--- src/hdl/bcpd_pkg.sv ---
`timescale 1ns / 1ps
`default_nettype none
package bcpd_pkg;

    localparam int MAX_ATOMS_DEF = 64;

    localparam int POS_W      = 20;
    localparam int RAD_W      = 10;
    localparam int OUT_IDX_W  = 6;
    localparam int MIN_W      = 16;
    localparam int DIFF_W     = POS_W + 1;
    localparam int SQ_W       = 2 * DIFF_W;
    localparam int D2_W       = SQ_W + 2;
    localparam int LIM_W      = RAD_W + 2;
    localparam int LIM_SQ_W   = 2 * LIM_W;

    localparam int S_TDATA_W  = 72;
    localparam int M_TDATA_W  = 16;
    localparam int M_TUSER_W  = 2;
    localparam int CFG_IDX_W  = 2;
    localparam int CFG_DATA_W = 16;

    localparam logic [RAD_W-1:0] TOL_RESET  = 10'd102;
    localparam logic [RAD_W-1:0] DRAD_RESET = 10'd179;
    localparam logic [MIN_W-1:0] MIN_RESET  = 16'd1;

    localparam logic CMD_CLEAR = 1'b0;
    localparam logic CMD_ADD   = 1'b1;

    localparam logic [CFG_IDX_W-1:0] CFG_BOND_TOL = 2'd0;
    localparam logic [CFG_IDX_W-1:0] CFG_DEF_RAD  = 2'd1;
    localparam logic [CFG_IDX_W-1:0] CFG_MIN_DSQ  = 2'd2;

    typedef struct packed {
        logic signed [POS_W-1:0] x;
        logic signed [POS_W-1:0] y;
        logic signed [POS_W-1:0] z;
        logic [RAD_W-1:0]        r;
    } atom_t;

    // cand: bond candidate (becomes is_bond), otherwise an end marker
    typedef struct packed {
        logic                 valid;
        logic                 cand;
        logic                 ovf;
        logic [OUT_IDX_W-1:0] first;
        logic [OUT_IDX_W-1:0] second;
    } tok_t;

    typedef enum logic [1:0] {
        ST_IDLE,
        ST_SCAN,
        ST_STORE,
        ST_MARK
    } state_t;

endpackage
`default_nettype wire

--- src/hdl/bcpd_dist.sv ---
`timescale 1ns / 1ps
`default_nettype none
module bcpd_dist (
    input  wire logic                        aclk,
    input  wire logic                        aresetn,
    input  wire logic                        en,
    input  wire bcpd_pkg::tok_t              tok_in,
    input  wire bcpd_pkg::atom_t             probe,
    input  wire bcpd_pkg::atom_t             head,
    input  wire logic [bcpd_pkg::RAD_W-1:0]  bond_tol,
    input  wire logic [bcpd_pkg::MIN_W-1:0]  min_dsq,
    output bcpd_pkg::tok_t                   res
);
    import bcpd_pkg::*;

    function automatic logic [DIFF_W-1:0] abs_diff(input logic signed [POS_W-1:0] a,
                                                   input logic signed [POS_W-1:0] b);
        logic signed [DIFF_W-1:0] d;
        d = DIFF_W'(a) - DIFF_W'(b);
        return d[DIFF_W-1] ? DIFF_W'(-d) : DIFF_W'(d);
    endfunction

    tok_t tok1_reg, tok2_reg, tok3_reg, tok4_reg;

    logic [DIFF_W-1:0]   ax_reg, ay_reg, az_reg;
    logic [LIM_W-1:0]    lim_reg;
    logic [SQ_W-1:0]     sx_reg, sy_reg, sz_reg;
    logic [LIM_SQ_W-1:0] lim2_reg, lim2_d_reg;
    logic [D2_W-1:0]     d2_reg;
    logic                hit;

    always_ff @(posedge aclk) begin
        if (!aresetn) begin
            tok1_reg.valid <= 1'b0;
            tok2_reg.valid <= 1'b0;
            tok3_reg.valid <= 1'b0;
            tok4_reg.valid <= 1'b0;
        end else if (en) begin
            tok1_reg.valid <= tok_in.valid;
            tok2_reg.valid <= tok1_reg.valid;
            tok3_reg.valid <= tok2_reg.valid;
            // candidates that miss are dropped here
            tok4_reg.valid <= tok3_reg.valid && (!tok3_reg.cand || hit);
        end

        if (en) begin
            tok1_reg.cand   <= tok_in.cand;
            tok1_reg.ovf    <= tok_in.ovf;
            tok1_reg.first  <= tok_in.first;
            tok1_reg.second <= tok_in.second;
            tok2_reg.cand   <= tok1_reg.cand;
            tok2_reg.ovf    <= tok1_reg.ovf;
            tok2_reg.first  <= tok1_reg.first;
            tok2_reg.second <= tok1_reg.second;
            tok3_reg.cand   <= tok2_reg.cand;
            tok3_reg.ovf    <= tok2_reg.ovf;
            tok3_reg.first  <= tok2_reg.first;
            tok3_reg.second <= tok2_reg.second;
            tok4_reg.cand   <= tok3_reg.cand;
            tok4_reg.ovf    <= tok3_reg.ovf;
            tok4_reg.first  <= tok3_reg.first;
            tok4_reg.second <= tok3_reg.second;

            ax_reg  <= abs_diff(probe.x, head.x);
            ay_reg  <= abs_diff(probe.y, head.y);
            az_reg  <= abs_diff(probe.z, head.z);
            lim_reg <= LIM_W'(probe.r) + LIM_W'(head.r) + LIM_W'(bond_tol);

            sx_reg   <= SQ_W'(ax_reg) * SQ_W'(ax_reg);
            sy_reg   <= SQ_W'(ay_reg) * SQ_W'(ay_reg);
            sz_reg   <= SQ_W'(az_reg) * SQ_W'(az_reg);
            lim2_reg <= LIM_SQ_W'(lim_reg) * LIM_SQ_W'(lim_reg);

            d2_reg     <= D2_W'(sx_reg) + D2_W'(sy_reg) + D2_W'(sz_reg);
            lim2_d_reg <= lim2_reg;
        end
    end

    assign hit = (d2_reg > D2_W'(min_dsq)) && (d2_reg <= D2_W'(lim2_d_reg));
    assign res = tok4_reg;

endmodule
`default_nettype wire

--- config.mk ---
export PLATFORM = sky130hd
export DESIGN_NAME = bcpd_dist
export DESIGN_NICKNAME = d
export VERILOG_FILES = /design/src/hdl/bcpd_pkg.sv /design/src/hdl/bcpd_dist.sv
export SDC_FILE = /design/constraint.sdc
export NUM_CORES = 2
export LEC_CHECK = 0
export BUFFER_PORTS_ARGS = -buffer_cell sky130_fd_sc_hd__buf_2
export CELL_PAD_IN_SITES_DETAIL_PLACEMENT = 0
export CELL_PAD_IN_SITES_GLOBAL_PLACEMENT = 2
export CORE_AREA = 2 2 382 460
export CTS_BUF_LIST = sky130_fd_sc_hd__clkbuf_4 sky130_fd_sc_hd__clkbuf_8
export CTS_CLUSTER_DIAMETER = 200
export DETAILED_ROUTE_END_ITERATION = 16
export DIE_AREA = 0 0 384 462
export GPL_ROUTABILITY_DRIVEN = 0
export PLACE_DENSITY = 0.8
export SETUP_SLACK_MARGIN = 0.4
export SLEW_MARGIN = 20
export SYNTH_ARGS = -nofsm -noshare
export SYNTH_HDL_FRONTEND = slang
export SYNTH_SLANG_ARGS = --single-unit
export TNS_END_PERCENT = 1
--- constraint.sdc ---
create_clock -name aclk -period 6.83 [get_ports aclk]
set_input_delay 0.683 -clock aclk [delete_from_list [all_inputs] [get_ports aclk]]
set_output_delay 0.683 -clock aclk [all_outputs]
set_load 0.1 [all_outputs]
-- After elaboration in Yosys (flattened, before gate mapping)
Cells that the tools add are included.
- add/subtract/negate cells: 10
- multiply operators: 4
- $lt $le $gt $ge: 2
- muxes and demuxes: 3
- reduce and logical (&&, ||, !) cells: 4
- operators by type and width (kind ; count):
    $mul A21 B21 Y42 ; 3
    $neg A21 Y21 ; 3
    $sub A20 B20 Y21 ; 3
    $mux W20 ; 3
    $add A43 B42 Y44 ; 1
    $gt A44 B16 Y1 ; 1
    $le A44 B24 Y1 ; 1
    $add A42 B42 Y43 ; 1
    $mul A12 B12 Y24 ; 1
    $add A11 B10 Y12 ; 1
    $add A10 B10 Y11 ; 1
    $logic_and A1 B1 Y1 ; 2
    $logic_not A1 Y1 ; 1
    $logic_or A1 B1 Y1 ; 1
- register bits after elaboration: 353
- input bits: 184
- output and inout bits: 15
- word-level logic and storage cells: 56

-- Depth between registers and ports, before layout
- depth in word-level cells: 4
- depth in mapped cells: 29
- mapped depth without buffers: 27

-- Least setup slack after synthesis
No wires, ideal clock.
- path kind: flip-flop to flip-flop
- start: register ay_reg[3]
- end: register sy_reg[41], data pin
- library setup time: 260 ps
- arrival time: 6874 ps
- data required time: 6570 ps
- slack: -304 ps
- stages on the path, launching flop included: 27
- path buffers: 2
- clock period less this slack: 7134 ps
- path through: edfxtp_1 clkbuf_1 clkbuf_1 nand2_1 inv_1 fa_1 fa_1 inv_1 fa_1 inv_1 fa_1 fa_1 fa_1 inv_1 fa_1 inv_1 ha_1 a21o_1 a21o_1 a21oi_1 a2bb2oi_1 o21ai_1 a2111oi_0 nor3_1 o2111ai_1 a21oi_1 xnor2_1
- word-level cells in the longest chain between the ends: 1
- ends and longest elaborated chain (element ; line ; text):
    start, declared ; bcpd_dist.sv:25 ; logic [DIFF_W-1:0] ax_reg, ay_reg, az_reg;
    start signal, assigned ; bcpd_dist.sv:65 ; ay_reg <= abs_diff(probe.y, head.y);
    $mul A21 B21 Y42 ; bcpd_dist.sv:70 ; sy_reg <= SQ_W'(ay_reg) * SQ_W'(ay_reg);
    end signal, assigned ; bcpd_dist.sv:70 ;
    end, declared ; bcpd_dist.sv:27 ; logic [SQ_W-1:0] sx_reg, sy_reg, sz_reg;
No other way between the ends.
A chain may end at the register's enable or synchronous reset.

-- Final worst setup path
- start: register ax_reg[3]
- end: register sx_reg[40], data pin
- word-level cells in the longest chain between the ends: 1
- ends and longest elaborated chain (element ; line ; text):
    start, declared ; bcpd_dist.sv:25 ;
    start signal, assigned ; bcpd_dist.sv:64 ; ax_reg <= abs_diff(probe.x, head.x);
    $mul A21 B21 Y42 ; bcpd_dist.sv:69 ; sx_reg <= SQ_W'(ax_reg) * SQ_W'(ax_reg);
    end signal, assigned ; bcpd_dist.sv:69 ;
    end, declared ; bcpd_dist.sv:27 ;
No other way between the ends.

==> reports/results.ini <==
[critical_path]
crit_required_ps=7340
start_kind=flip-flop
cp_slowest_cell=fa_1
crit_top_cell=fa_1
slowest_delay_ps=620
path_max_fanout=9
worstPathArrival_ps=7550
critPathKind=flip-flop to flip-flop
worstSetupEndpointType=flip-flop
cp_cell_sequence=buf_4 > and2_1 > fa_1 > fa_1 > fa_1 > fa_1 > inv_1 > fa_1 > inv_1 > fa_1 > inv_1 > fa_1 > inv_1 > ha_4 > a21oi_1 > o221ai_1 > a211o_1 > o21ai_2 > a2111o_1 > a31oi_2 > or4_1 > a311oi_1 > o21bai_1 > xor2_1

[grt]
antenna_found_initial=12
grt_pass1_wl_um=235000
grt_start_max_net_pins=155
grt_pass1_vias=46463
grt_usage_pct=16.5
gr-total-overflow=0

[floorplan]
die_x_um=384
dieArea_sq_um=177000
rows=168
core-area_sq_um=173000
top_level_ports=199
die_h_um=462
initial_core_util_pct=34.7

[timing]
worst_slack_ps=-207
rsz0062_at_grt=true
hold_violations=0
fin_skew_ps=54.6
fin_crit_sh_pct=103
max_freq_mhz=142
min_period_ps=7040
slew-limit-headroom_pct=34.5
slew_violations=0
worstMarginPinSlew_ps=983
setup_violations=6

[synthesis]
synth_area_leader_cell=fa_1
ys_seq_area_share_pct=17.3
ys_ff_latch=348
synth_cells=6055
ys_types=80
syn_area_sq_um=60100
synth_top_area_share_pct=35.5
async_reset_ff_share_pct=0
syn_area_per_cell_sq_um=9.93
synth_edf_count=344
yosysWarnings=0
synth_area_leaders=fa_1 (35%), edfxtp_1 (17%), ha_1 (14%)
synthFlopType=edfxtp_1

[routing]
drt_first_pass_iters=5
wl_met2_um=75200
drt_wl_total_um=141000
met1_length_um=56300
drt_iter0_drc=1518
top_layer=met5
antenna_left=0
routedWlPerCell_um=15.7
drc=0
wl_met3_um=4640
vias=41682
viasPerCell=4.67

[finish]
area_growth_pct=14.2
fin_cells=8932
nets=8511
layout-drive-gt1-share_pct=13.2
largest_reg_flops=44
finish.instance_area_sq_um=68700

[flow_run]
drv_cap=0

[run_status]
violations=negative setup slack
status=finished with violations

[clock_network]
cts_sinks=348
cts_max_level=2
clockBufferDepth=3
clk_pin_slew_ps=80
cts_tree=done
clkLatencyLatePin_ps=770
cts_inserted_buffers=60
cts_root_buffer=clkbuf_8

[placed_design]
hpwl_um=122000
dpl_cell_area_sq_um=66800
placed_cells=8812
port_buffers=198

[min_path]
hp-class=input port to flip-flop

[per-layer routing]
layer	GRT usage [%]	vias to the layer above
li1	-	19985
met1	19.3	20862
met2	31.2	600
met3	1.85	231
met4	4.80	4
met5	0	-
[stage by stage]
step                hold WS [ps]  setup WS [ps]  TNS (ps)  utilization [%]
finish                       106           -207      -423             39.6
global route                29.9           -497     -6840             39.6
CTS                        0.364           -199      -578             39.4
detailed placement           405           -346     -3540             38.5
global placement             401           -386     -2200             38.5
floorplan                    400           95.7         0                -
[placed cells by master, fill, tap and decap left out, types with 23 or more instances in the layout]
cell type  Yosys  layout
a21o_1       124     124
nand4_1       27      27
clkbuf_8       0      60
nor2_1       205     197
o31ai_1       26      23
edfxtp_1     344     344
buf_4          0     408
o21ai_0      106      97
and2_1       289     277
nor3_1        34      31
ha_1         675     664
nand3_1       43      40
a31oi_1       30      24
buf_2          0     197
o21bai_1      32      31
o21a_1        48      48
a21oi_1      232     217
xor2_1        96      94
inv_1       1485    1485
nand2_1      473     469
xnor2_1      224     219
fa_1        1065    1055
nor2b_1       46      46
nand2b_1      32      32
[critical path: cells and delay by family (launching register included)]
kind,cells,cell delay [ps]
flops,1,470
buf+inv,5,460
simple gates,2,600
xor+xnor,1,140
compound gates,8,1480
fa+ha+maj,8,3680
[area by class of cell]
cell class	instances	area, sq um
fillers	17322	105000
multi-input cells	4061	44100
flip-flops and latches	348	10400
inverters	1485	5570
repair buffers	631	4400
well taps	2295	2870
clock buffers	77	953
clock inverters	31	327
diodes	4	10.0
[path summary, 6_finish.rpt]
check / cells after the start / start / slack (ps) / endpoint
setup / recovery: 24 / ax_reg[3] / -210 / sx_reg[40]
hold / removal: 1 / tok_in[2] / 110 / tok1_reg[2]
setup reg to reg: 24 / ax_reg[3] / -210 / sx_reg[40]
hold reg to reg: 0 / lim2_reg[4] / 410 / lim2_d_reg[4]
[cell usage after synthesis (4+ instances only)]
cell type  instances
inv_1           1485
fa_1            1065
ha_1             675
nand2_1          473
edfxtp_1         344
and2_1           289
a21oi_1          232
xnor2_1          224
nor2_1           205
clkbuf_1         163
a21o_1           124
o21ai_0          106
xor2_1            96
o21a_1            48
nor2b_1           46
nand3_1           43
nor3_1            34
nand2b_1          32
o21bai_1          32
a31oi_1           30
nand4_1           27
o31ai_1           26
a211oi_1          25
or2_2             21
and3_1            20
o21ai_1           16
o211ai_1          14
or3_1             13
nor4_1            12
o22ai_1           10
a2111oi_0          7
a221oi_1           7
o41ai_1            7
a211o_1            6
a21boi_0           6
a311oi_1           5
a31o_2             5
and4_1             5
or4_1              5
dfxtp_1            4
mux2_2             4
mux2i_1            4
nand3b_1           4
[kinds of logic (layout without fill, tap and decap cells)]
| family | count (synthesis) | count (layout) | share of synthesized area [%] |
|---|---|---|---|
| compound gates | 750 | 750 | 8.07 |
| xor+xnor | 320 | 320 | 4.66 |
| fa+ha+maj | 1740 | 1740 | 49.5 |
| buf+inv | 1648 | 2224 | 10.3 |
| flops | 348 | 348 | 17.3 |
| mux | 8 | 8 | 0.142 |
| other cells | 1 | 7 | 0.00624 |
| simple gates | 1240 | 1240 | 10.0 |
[what timing repair did]
item | in CTS | in global routing
hold buffers | 4 | 0
setup buffers | 2 | 2
resized for setup | 45 | 68
setup endpoints to repair | 64 | 74
endpoints found under the hold margin | 4 | 0
pin swaps | 17 | 20
Power is not shown: default switching activity piles up to over one toggle a cycle in this logic, so the estimate is an artifact.
