$ cat src/hdl/bcpd_pkg.sv
`timescale 1ns / 1ps
`default_nettype none
package bcpd_pkg;

    localparam int MAX_ATOMS_DEF = 64;

    localparam int POS_W      = 20;
    localparam int RAD_W      = 10;
    localparam int OUT_IDX_W  = 6;
    localparam int MIN_W      = 16;
    localparam int DIFF_W     = POS_W + 1;
    localparam int SQ_W       = 2 * DIFF_W;
    localparam int D2_W       = SQ_W + 2;
    localparam int LIM_W      = RAD_W + 2;
    localparam int LIM_SQ_W   = 2 * LIM_W;

    localparam int S_TDATA_W  = 72;
    localparam int M_TDATA_W  = 16;
    localparam int M_TUSER_W  = 2;
    localparam int CFG_IDX_W  = 2;
    localparam int CFG_DATA_W = 16;

    localparam logic [RAD_W-1:0] TOL_RESET  = 10'd102;
    localparam logic [RAD_W-1:0] DRAD_RESET = 10'd179;
    localparam logic [MIN_W-1:0] MIN_RESET  = 16'd1;

    localparam logic CMD_CLEAR = 1'b0;
    localparam logic CMD_ADD   = 1'b1;

    localparam logic [CFG_IDX_W-1:0] CFG_BOND_TOL = 2'd0;
    localparam logic [CFG_IDX_W-1:0] CFG_DEF_RAD  = 2'd1;
    localparam logic [CFG_IDX_W-1:0] CFG_MIN_DSQ  = 2'd2;

    typedef struct packed {
        logic signed [POS_W-1:0] x;
        logic signed [POS_W-1:0] y;
        logic signed [POS_W-1:0] z;
        logic [RAD_W-1:0]        r;
    } atom_t;

    // cand: bond candidate (becomes is_bond), otherwise an end marker
    typedef struct packed {
        logic                 valid;
        logic                 cand;
        logic                 ovf;
        logic [OUT_IDX_W-1:0] first;
        logic [OUT_IDX_W-1:0] second;
    } tok_t;

    typedef enum logic [1:0] {
        ST_IDLE,
        ST_SCAN,
        ST_STORE,
        ST_MARK
    } state_t;

endpackage
`default_nettype wire

$ cat src/hdl/bcpd_cell.sv
`timescale 1ns / 1ps
`default_nettype none
module bcpd_cell (
    input  wire logic              aclk,
    input  wire logic              shift_en,
    input  wire logic              load_en,
    input  wire bcpd_pkg::atom_t   shift_in,
    input  wire bcpd_pkg::atom_t   load_data,
    output bcpd_pkg::atom_t        atom_q
);
    import bcpd_pkg::*;

    atom_t atom_reg;

    always_ff @(posedge aclk) begin
        if (load_en) begin
            atom_reg <= load_data;
        end else if (shift_en) begin
            atom_reg <= shift_in;
        end
    end

    assign atom_q = atom_reg;

endmodule
`default_nettype wire

$ cat config.mk
export PLATFORM = sky130hd
export DESIGN_NAME = bcpd_cell
export DESIGN_NICKNAME = d
export VERILOG_FILES = /design/src/hdl/bcpd_pkg.sv /design/src/hdl/bcpd_cell.sv
export SDC_FILE = /design/constraint.sdc
export NUM_CORES = 1
export LEC_CHECK = 0
export ABC_AREA = 1
export BUFFER_PORTS_ARGS = -buffer_cell sky130_fd_sc_hd__buf_2
export CORE_MARGIN = 2
export CORE_UTILIZATION = 41
export CTS_CLUSTER_DIAMETER = 80
export DETAILED_ROUTE_END_ITERATION = 8
export PLACE_DENSITY = 0.82
export SLEW_MARGIN = 10
export SYNTH_ARGS = -nofsm -noshare
export SYNTH_HDL_FRONTEND = slang
export SYNTH_SLANG_ARGS = --single-unit
export TNS_END_PERCENT = 30
$ cat constraint.sdc
create_clock -name aclk -period 2.2 [get_ports aclk]
set_input_delay 0.22 -clock aclk [delete_from_list [all_inputs] [get_ports aclk]]
set_output_delay 0.22 -clock aclk [all_outputs]
set_load 0.01 [all_outputs]
; Word-level counts from Yosys, hierarchy flattened
; Cells that the tools add are included.
[totals]
register_bits = 70
elab_cells = 7
[classes]
n_mux = 2
reduce_logical = 1
[op_table]
columns = operator, n
row1 = $mux 70, 2
row2 = $reduce_bool 2->1, 1

; Depth between registers and ports, before layout
; Gate-level depths: netlist (run 1).
[logic_depth]
ltp_word = 2
mapped_depth = 5
mapped_depth_nobuf = 3

; Least setup slack after synthesis (run 1)
; Ideal clock, no wire load.
[synth_timing]
path_type = input to register
from = in load_en
to = reg atom_reg (netlist bit atom_q[0]), enable pin
arrival_time_ps = 1252
required_ps = 1802
path_slack_ps = 550
cell_stages = 2
n_path_buf = 1
path_cell_list = buf_6 > or2_2
[synth_between]
elab_chain_cells = 1
[synth_rtl]
columns = item, line_no
row1 = "start, declared", bcpd_cell.sv:6  ; input wire logic load_en,
row2 = $reduce_bool 2->1 (no source line), --
row3 = "end signal, assigned", bcpd_cell.sv:17  ; atom_reg <= load_data;
row4 = "end signal, assigned", bcpd_cell.sv:19  ; atom_reg <= shift_in;
row5 = "end, declared", bcpd_cell.sv:13  ; atom_t atom_reg;
; Every way passes these cells.
; A chain may end at the register's enable or synchronous reset.

; Worst setup path in the final report (run 1)
[layout_timing]
from = in load_en
to = reg atom_reg (netlist bit atom_q[69]) (data pin)
[layout_between]
elab_chain_cells = 1
[layout_rtl]
columns = item, line_no
row1 = $mux 70, bcpd_cell.sv:16  ; if (load_en) begin
; Every way passes these cells.

==> metrics.cfg, run 1 <==
[outcome]
status=complete, no violations

[cts]
clockRootBuffer=clkbuf_8
h-tree-depth=3
cts_buffers=9
hold_buffers=0
cts_max_path_buffers=2
cts_resized=0
cts_sinks=70
cts_tree=built
postCtsSetupRepairBufs=0
path_clk_slew_ns=0.08

[placed_design]
post-place-ws_ns=0.470
port_buffers=212
post_dp_cell_area_um2=4110
dp_hpwl_um=5740
place.gp.congestion=0.762

[die]
die_w_um=90.2
dieHeight_um=90.2
initial_core_util_pct=42.2
core_area_um2=7210
ios=213
die_area_um2=8140
num_rows=31

[grt]
grt_pass1_wl_um=12400
use_met2_pct=34.1
grt_max_degree=72
grt_use_met3_pct=6.12
grt_pass1_vias=2666
grt_use_total_pct=19.4
grt.met1_usage_pct=22.0
antenna_found_initial=0
grt-busiest-layer=met2
grt-ovfl-total=0

[critical_path]
path_class=input port to flip-flop
end_kind=flip-flop
required_ns=2.26
worstPathMaxFanout=71
crit_path_start_kind=input port
crit_arrival_ns=1.48

[drt]
wl_per_cell_um=12.7
antenna_left=0
vias=2670
viasPerCell=4.38
firstDrtPassIters=4
dr.first_iter.drc_count=149
routed_wl_um=7760
drc=0

[min_path]
hold_class=input port to flip-flop
min_from=shift_in[10]
hold_end=atom_q[10]
min_path_cells=3

[layout]
area_delta_synth_final_pct=39.5
design_area_um2=4250
fillCellCount=645
diodes=0
largest_reg_flops=70
drive_gt1_share_pct=44.5
final_nets=650

[sta]
slew_headroom_pct=42.4
worst_slack_ns=0.782
tightest_slew_ns=0.864
fin_crit_ns=1.42
rsz0062_at_grt=false
period_share_pct=64.5
max_freq_mhz=705
drv_slew=0
tns_ns=0
setup_violations=0
hold_viol=0

[power_and_ir_drop]
power.leakage_uw=0.00227
switching_share_pct=24.8
vdd_drop_max_mv=0.427
p_sw_uw=744
p_int_uw=2260
p_total_uw=3000
p_seq_share_pct=55.8
combPwrFrac_pct=17.2
pwr-share-clk_pct=27.0
power.density_nw_per_um2=706

[synthesis]
ys_warn_count=0
synth.top_cells.by_count=nand2_1 (210), edfxtp_1 (70), buf_6 (8)
syn_nets=440
yosysMostFrequentCell=nand2_1
synth_edf_count=70
synth.distinct_cells=6
ys_ff_latch=70
synth_largest_area_cell=edfxtp_1
synth_top_area_share_pct=69.0
synth_flop_cell=edfxtp_1
avgSynthCellArea_um2=10.3
synth_cells=297
synth_area_um2=3050
ys_seq_area_share_pct=69.0
ys_async_sr_fraction_pct=0
synthTopCellsByArea=edfxtp_1 (69%), nand2_1 (26%), buf_6 (3.0%)

[flow_run]
drv_cap=0

[metrics by stage]
step           instances  util, %  hold WS, ns
2_1_floorplan        297        -        0.399
3_3_place_gp         595     56.9        0.481
3_5_place_dp         595     56.9        0.488
4_1_cts              609     58.9        0.130
5_1_grt              609     58.9        0.147
6_report             609     58.9        0.150
[worst max-delay path, cell delays in order]
cell and delay, ns:
buf_2 0.09, buf_4 0.55, inv_6 0.35, nand2_1 0.14, nand2_1 0.08
[layout by cell type, fill, tap and decap left out, drive strengths merged]
cell type    n
edfxtp      70
clkinv       3
buf        214
clkbuf      11
or2          1
inv          1
nand2      210
[power by group through the flow]
stage               Clock (uW)  Sequential (uW)  Combinational [uW]
floorplan                    0             1790                 156
global placement             0             1700                 510
detailed placement           0             1700                 523
CTS                        840             1680                 524
global route               887             1690                 572
finish                     811             1670                 516
[per-layer routing]
| layer | routed length, um | vias to the layer above |
|---|---|---|
| met3 | 708 | 13 |
| met4 | 131 | 0 |
| met1 | 3030 | 1154 |
| met2 | 3890 | 135 |
| li1 | - | 1368 |
| met5 | 0 | - |
[cells by family (layout without fill, tap and decap cells)]
kind of cell | after synthesis | in the layout | synth area share [%]
and+or+nand+nor | 211 | 211 | 26.1
DFF | 70 | 70 | 69.0
buffers and inverters | 16 | 229 | 4.97
[how the worst max path moves through the flow]
| stage | end | startpoint |
|---|---|---|
| final | atom_q[69] | load_en |
| after global routing | atom_q[29] | load_en |
| after detailed placement | atom_q[69] | load_en |
| after global placement | atom_q[26] | load_en |
| after floorplan | atom_q[0] | load_en |
| after CTS | atom_q[69] | load_en |
[cell type report]
class,instances,area (um^2),share of cell area [%]
Timing Repair Buffer,214,1080,25.3
Tap cell,99,124,2.91
Inverter,1,8.76,0.206
Clock buffer,11,131,3.09
Clock inverter,3,13.8,0.324
Multi-Input combinational cell,211,795,18.7
Sequential cell,70,2100,49.5
Note: power is estimated with default switching activity, not from simulation.
==> run 2: changes to the inputs <==
--- a/config.mk
+++ b/config.mk
@@ -8,10 +8,10 @@
 export ABC_AREA = 1
 export BUFFER_PORTS_ARGS = -buffer_cell sky130_fd_sc_hd__buf_2
 export CORE_MARGIN = 2
-export CORE_UTILIZATION = 41
+export CORE_UTILIZATION = 37
 export CTS_CLUSTER_DIAMETER = 80
 export DETAILED_ROUTE_END_ITERATION = 8
-export PLACE_DENSITY = 0.82
+export PLACE_DENSITY = 0.78
 export SLEW_MARGIN = 10
 export SYNTH_ARGS = -nofsm -noshare
 export SYNTH_HDL_FRONTEND = slang
==> constraint.sdc (replaced) <==
create_clock -name aclk -period 1.3 [get_ports aclk]
set_input_delay 0.13 -clock aclk [delete_from_list [all_inputs] [get_ports aclk]]
set_output_delay 0.13 -clock aclk [all_outputs]
set_load 0.01 [all_outputs]
==> metrics.cfg, run 2 (synthesized netlist as in run 1, its figures left out) <==
[die]
ios=213
die_w_um=94.8
dieHeight_um=94.8
num_rows=33
core_area_um2=8090
initial_core_util_pct=37.7
die_area_um2=8980

[sta]
worst_slack_ns=0.313
tns_ns=0
rsz0062_at_grt=false
setup_violations=0
drv_slew=0
whs_ns=0.0698
period_share_pct=75.9
hold_viol=0
fin_crit_ns=0.987
tightest_slew_ns=0.454
max_freq_mhz=1010
slew_headroom_pct=69.7

[drt]
firstDrtPassIters=4
viasPerCell=4.39
drc=0
vias=2703
antenna_left=0
dr.first_iter.drc_count=76
wl_per_cell_um=11.3
routed_wl_um=6970

[cts]
h-tree-depth=3
cts_tree=built
cts_resized=0
hold_buffers=0
clockRootBuffer=clkbuf_8
cts_buffers=9
postCtsSetupRepairBufs=0
path_clk_slew_ns=0.07
cts_sinks=70
cts_max_path_buffers=2

[layout]
layout_common_cells=buf_2 (212), nand2_1 (210), edfxtp_1 (70)
multi_input_area_um2=797
drive_gt1_share_pct=45.0
utilization_pct=53.0
mostFrequentLayoutCell=buf_2
fillCellCount=755
final_nets=652
area_delta_synth_final_pct=40.6
largest_reg_flops=70
diodes=0
regArea_um2=2100

[placed_design]
port_buffers=212
dp_hpwl_um=5520
post-place-ws_ns=0.137
place.gp.congestion=0.796

[critical_path]
critPathSlowestCell=edfxtp_1
critPathMaxStageDelay_ns=0.39
cp_num_buf_inv=1
end_kind=output pin
path_delay_family=flip-flops
crit_arrival_ns=0.86
worstPathMaxFanout=1
crit_path_start_kind=flip-flop
crit_chain=buf_2
path_class=flip-flop to output pin
required_ns=1.17

[flow_run]
drv_cap=0

[grt]
grt_max_degree=71
grt_pass1_vias=2445
grt_pass1_wl_um=10400
grt_use_total_pct=15.2
antenna_found_initial=0
grt-ovfl-total=0

[power_and_ir_drop]
power.leakage_uw=0.00229
vdd_drop_max_mv=0.589
power.density_nw_per_um2=1180

[min_path]
hold_class=input port to flip-flop

[outcome]
status=complete, no violations

-- run 2: cell count changes in the layout (fill, tap and decap cells not counted) --
cell and change:
buf_12 +1, buf_4 +1, or2_4 +1, clkinv_2 +1, or2_2 -1, clkinv_1 -1
clkbuf_1 -1
-- run 2: area by class of cell --
type	count	share of cell area [%]
flip-flops and latches	70	49.1
repair buffers	216	25.8
multi-input cells	211	18.6
well taps	105	3.07
clock buffers	10	2.98
clock inverters	3	0.350
inverters	1	0.204
-- run 2: routing by layer --
| layer | vias up | routed length [um] | global-route usage [%] |
|---|---|---|---|
| met5 | - | 0 | 0 |
| met1 | 1170 | 2600 | 16.1 |
| met4 | 0 | 183 | 7.97 |
| met2 | 142 | 3470 | 27.0 |
| met3 | 20 | 712 | 4.71 |
| li1 | 1371 | - | - |
-- run 2: report_power, final --
part           switching, uW  leakage (uW)  internal (uW)
combinational            490       0.00149            395
clock                    679     0.0000776            650
sequential              54.5      0.000721           2770
-- run 2: metrics by stage --
stage	cell area [um^2]	cells	total power, uW
global placement	4140	603	3740
global route	4290	616	5300
finish	4290	616	5040
floorplan	3050	297	3290
detailed placement	4140	603	3780
CTS	4290	616	5120
-- run 2: final timing paths --
path                startpoint         end  cells past startpoint
setup / recovery    atom_q[48]  atom_q[48]                      1
hold / removal    shift_in[64]  atom_q[64]                      3
==> run 3: changes to the inputs <==
--- a/config.mk
+++ b/config.mk
@@ -8,10 +8,10 @@
 export ABC_AREA = 1
 export BUFFER_PORTS_ARGS = -buffer_cell sky130_fd_sc_hd__buf_2
 export CORE_MARGIN = 2
-export CORE_UTILIZATION = 37
+export CORE_UTILIZATION = 41
 export CTS_CLUSTER_DIAMETER = 80
 export DETAILED_ROUTE_END_ITERATION = 8
-export PLACE_DENSITY = 0.78
+export PLACE_DENSITY = 0.82
 export SLEW_MARGIN = 10
 export SYNTH_ARGS = -nofsm -noshare
 export SYNTH_HDL_FRONTEND = slang
==> constraint.sdc (replaced) <==
create_clock -name aclk -period 1.01 [get_ports aclk]
set_input_delay 0.101 -clock aclk [delete_from_list [all_inputs] [get_ports aclk]]
set_output_delay 0.101 -clock aclk [all_outputs]
set_load 0.01 [all_outputs]
==> metrics.cfg, run 3 (synthesized netlist as in run 1, its figures left out) <==
[min_path]
hold_class=input port to flip-flop

[outcome]
status=complete, no violations

[grt]
grt_pass1_wl_um=12300
grt-ovfl-total=0
antenna_found_initial=0
grt_max_degree=71
grt_use_total_pct=18.7
grt_pass1_vias=2730

[cts]
h-tree-depth=3
clockRootBuffer=clkbuf_8
cts_max_path_buffers=2
hold_buffers=0
path_clk_slew_ns=0.07
cts_buffers=9
cts_resized=0
postCtsSetupRepairBufs=0
cts_sinks=70
cts_tree=built

[layout]
final_cells=610
diodes=0
final_nets=652
largest_reg_flops=70
area_delta_synth_final_pct=40.8
layout_common_cells=buf_2 (212), nand2_1 (210), edfxtp_1 (70)
mostFrequentLayoutCell=buf_2
design_area_um2=4290
drive_gt1_share_pct=44.6

[sta]
period_share_pct=95.9
worst_slack_ns=0.0417
whs_ns=0.0386
tightest_slew_ns=0.473
max_freq_mhz=1030
setup_violations=0
drv_slew=0
slew_headroom_pct=68.5
fin_crit_ns=0.968
rsz0062_at_grt=true
hold_viol=0

[power_and_ir_drop]
p_sw_uw=1610
power.density_nw_per_um2=1520
combPwrFrac_pct=17.5
switching_share_pct=24.7
pwr-share-clk_pct=26.6
vdd_drop_max_mv=0.777
p_int_uw=4910
power.leakage_uw=0.00228
p_seq_share_pct=55.8

[critical_path]
critPathMaxStageDelay_ns=0.39
crit_chain=buf_2
end_kind=output pin
cp_num_buf_inv=1
worstPathMaxFanout=1
path_class=flip-flop to output pin
required_ns=0.91
crit_arrival_ns=0.87
crit_path_start_kind=flip-flop
path_delay_family=flip-flops
critPathSlowestCell=edfxtp_1

[placed_design]
post-place-ws_ns=0.0389
dp_hpwl_um=5530
port_buffers=212
place.gp.congestion=0.767
post_dp_cell_area_um2=4150
dp.cells=597

[die]
ios=213
core_area_um2=7210
num_rows=31
die_w_um=90.2
die_area_um2=8140
dieHeight_um=90.2
initial_core_util_pct=42.2

[drt]
antenna_left=0
drc=0
routed_wl_um=7410
dr.first_iter.drc_count=89
vias=2729
wl_per_cell_um=12.1
firstDrtPassIters=4
viasPerCell=4.47

[flow_run]
drv_cap=0

[run 3: area by class of cell]
type / count / area, um^2
clock inverters: 3 / 15.0
clock buffers: 10 / 128
well taps: 99 / 124
repair buffers: 216 / 1120
fillers: 624 / 2920
multi-input cells: 211 / 797
inverters: 1 / 8.76
flip-flops and latches: 70 / 2100
[run 3: routing by layer]
layer	share of wire, %	GRT usage, %	up-vias
met5	0	0	-
met2	50	33.3	152
li1	-	-	1372
met1	40	22.0	1188
met4	2.3	7.95	0
met3	8.0	3.86	17
[run 3: path summary, 6_finish.rpt]
path / to / cells after the start / from / slack, ns
worst min-delay path: atom_q[24] / 3 / shift_in[24] / 0.04
worst max-delay path: atom_q[10] / 1 / atom_q[10] / 0.04
[run 3: power groups by stage]
stage                     Clock [uW]  Sequential (uW)  Combinational [uW]
after CTS                       1810             3650                1160
final                           1740             3640                1140
after global placement             0             3690                1130
after global routing            1890             3680                1270
after floorplan                    0             3890                 345
after detailed placement           0             3710                1160
[run 3: metrics by stage]
stage               total power, uW  setup TNS, ns  utilization, %
CTS                            6620              0            59.5
finish                         6530              0            59.5
global placement               4820              0            57.5
floorplan                      4240         -10.59               -
global route                   6840       -0.00380            59.5
detailed placement             4860              0            57.5
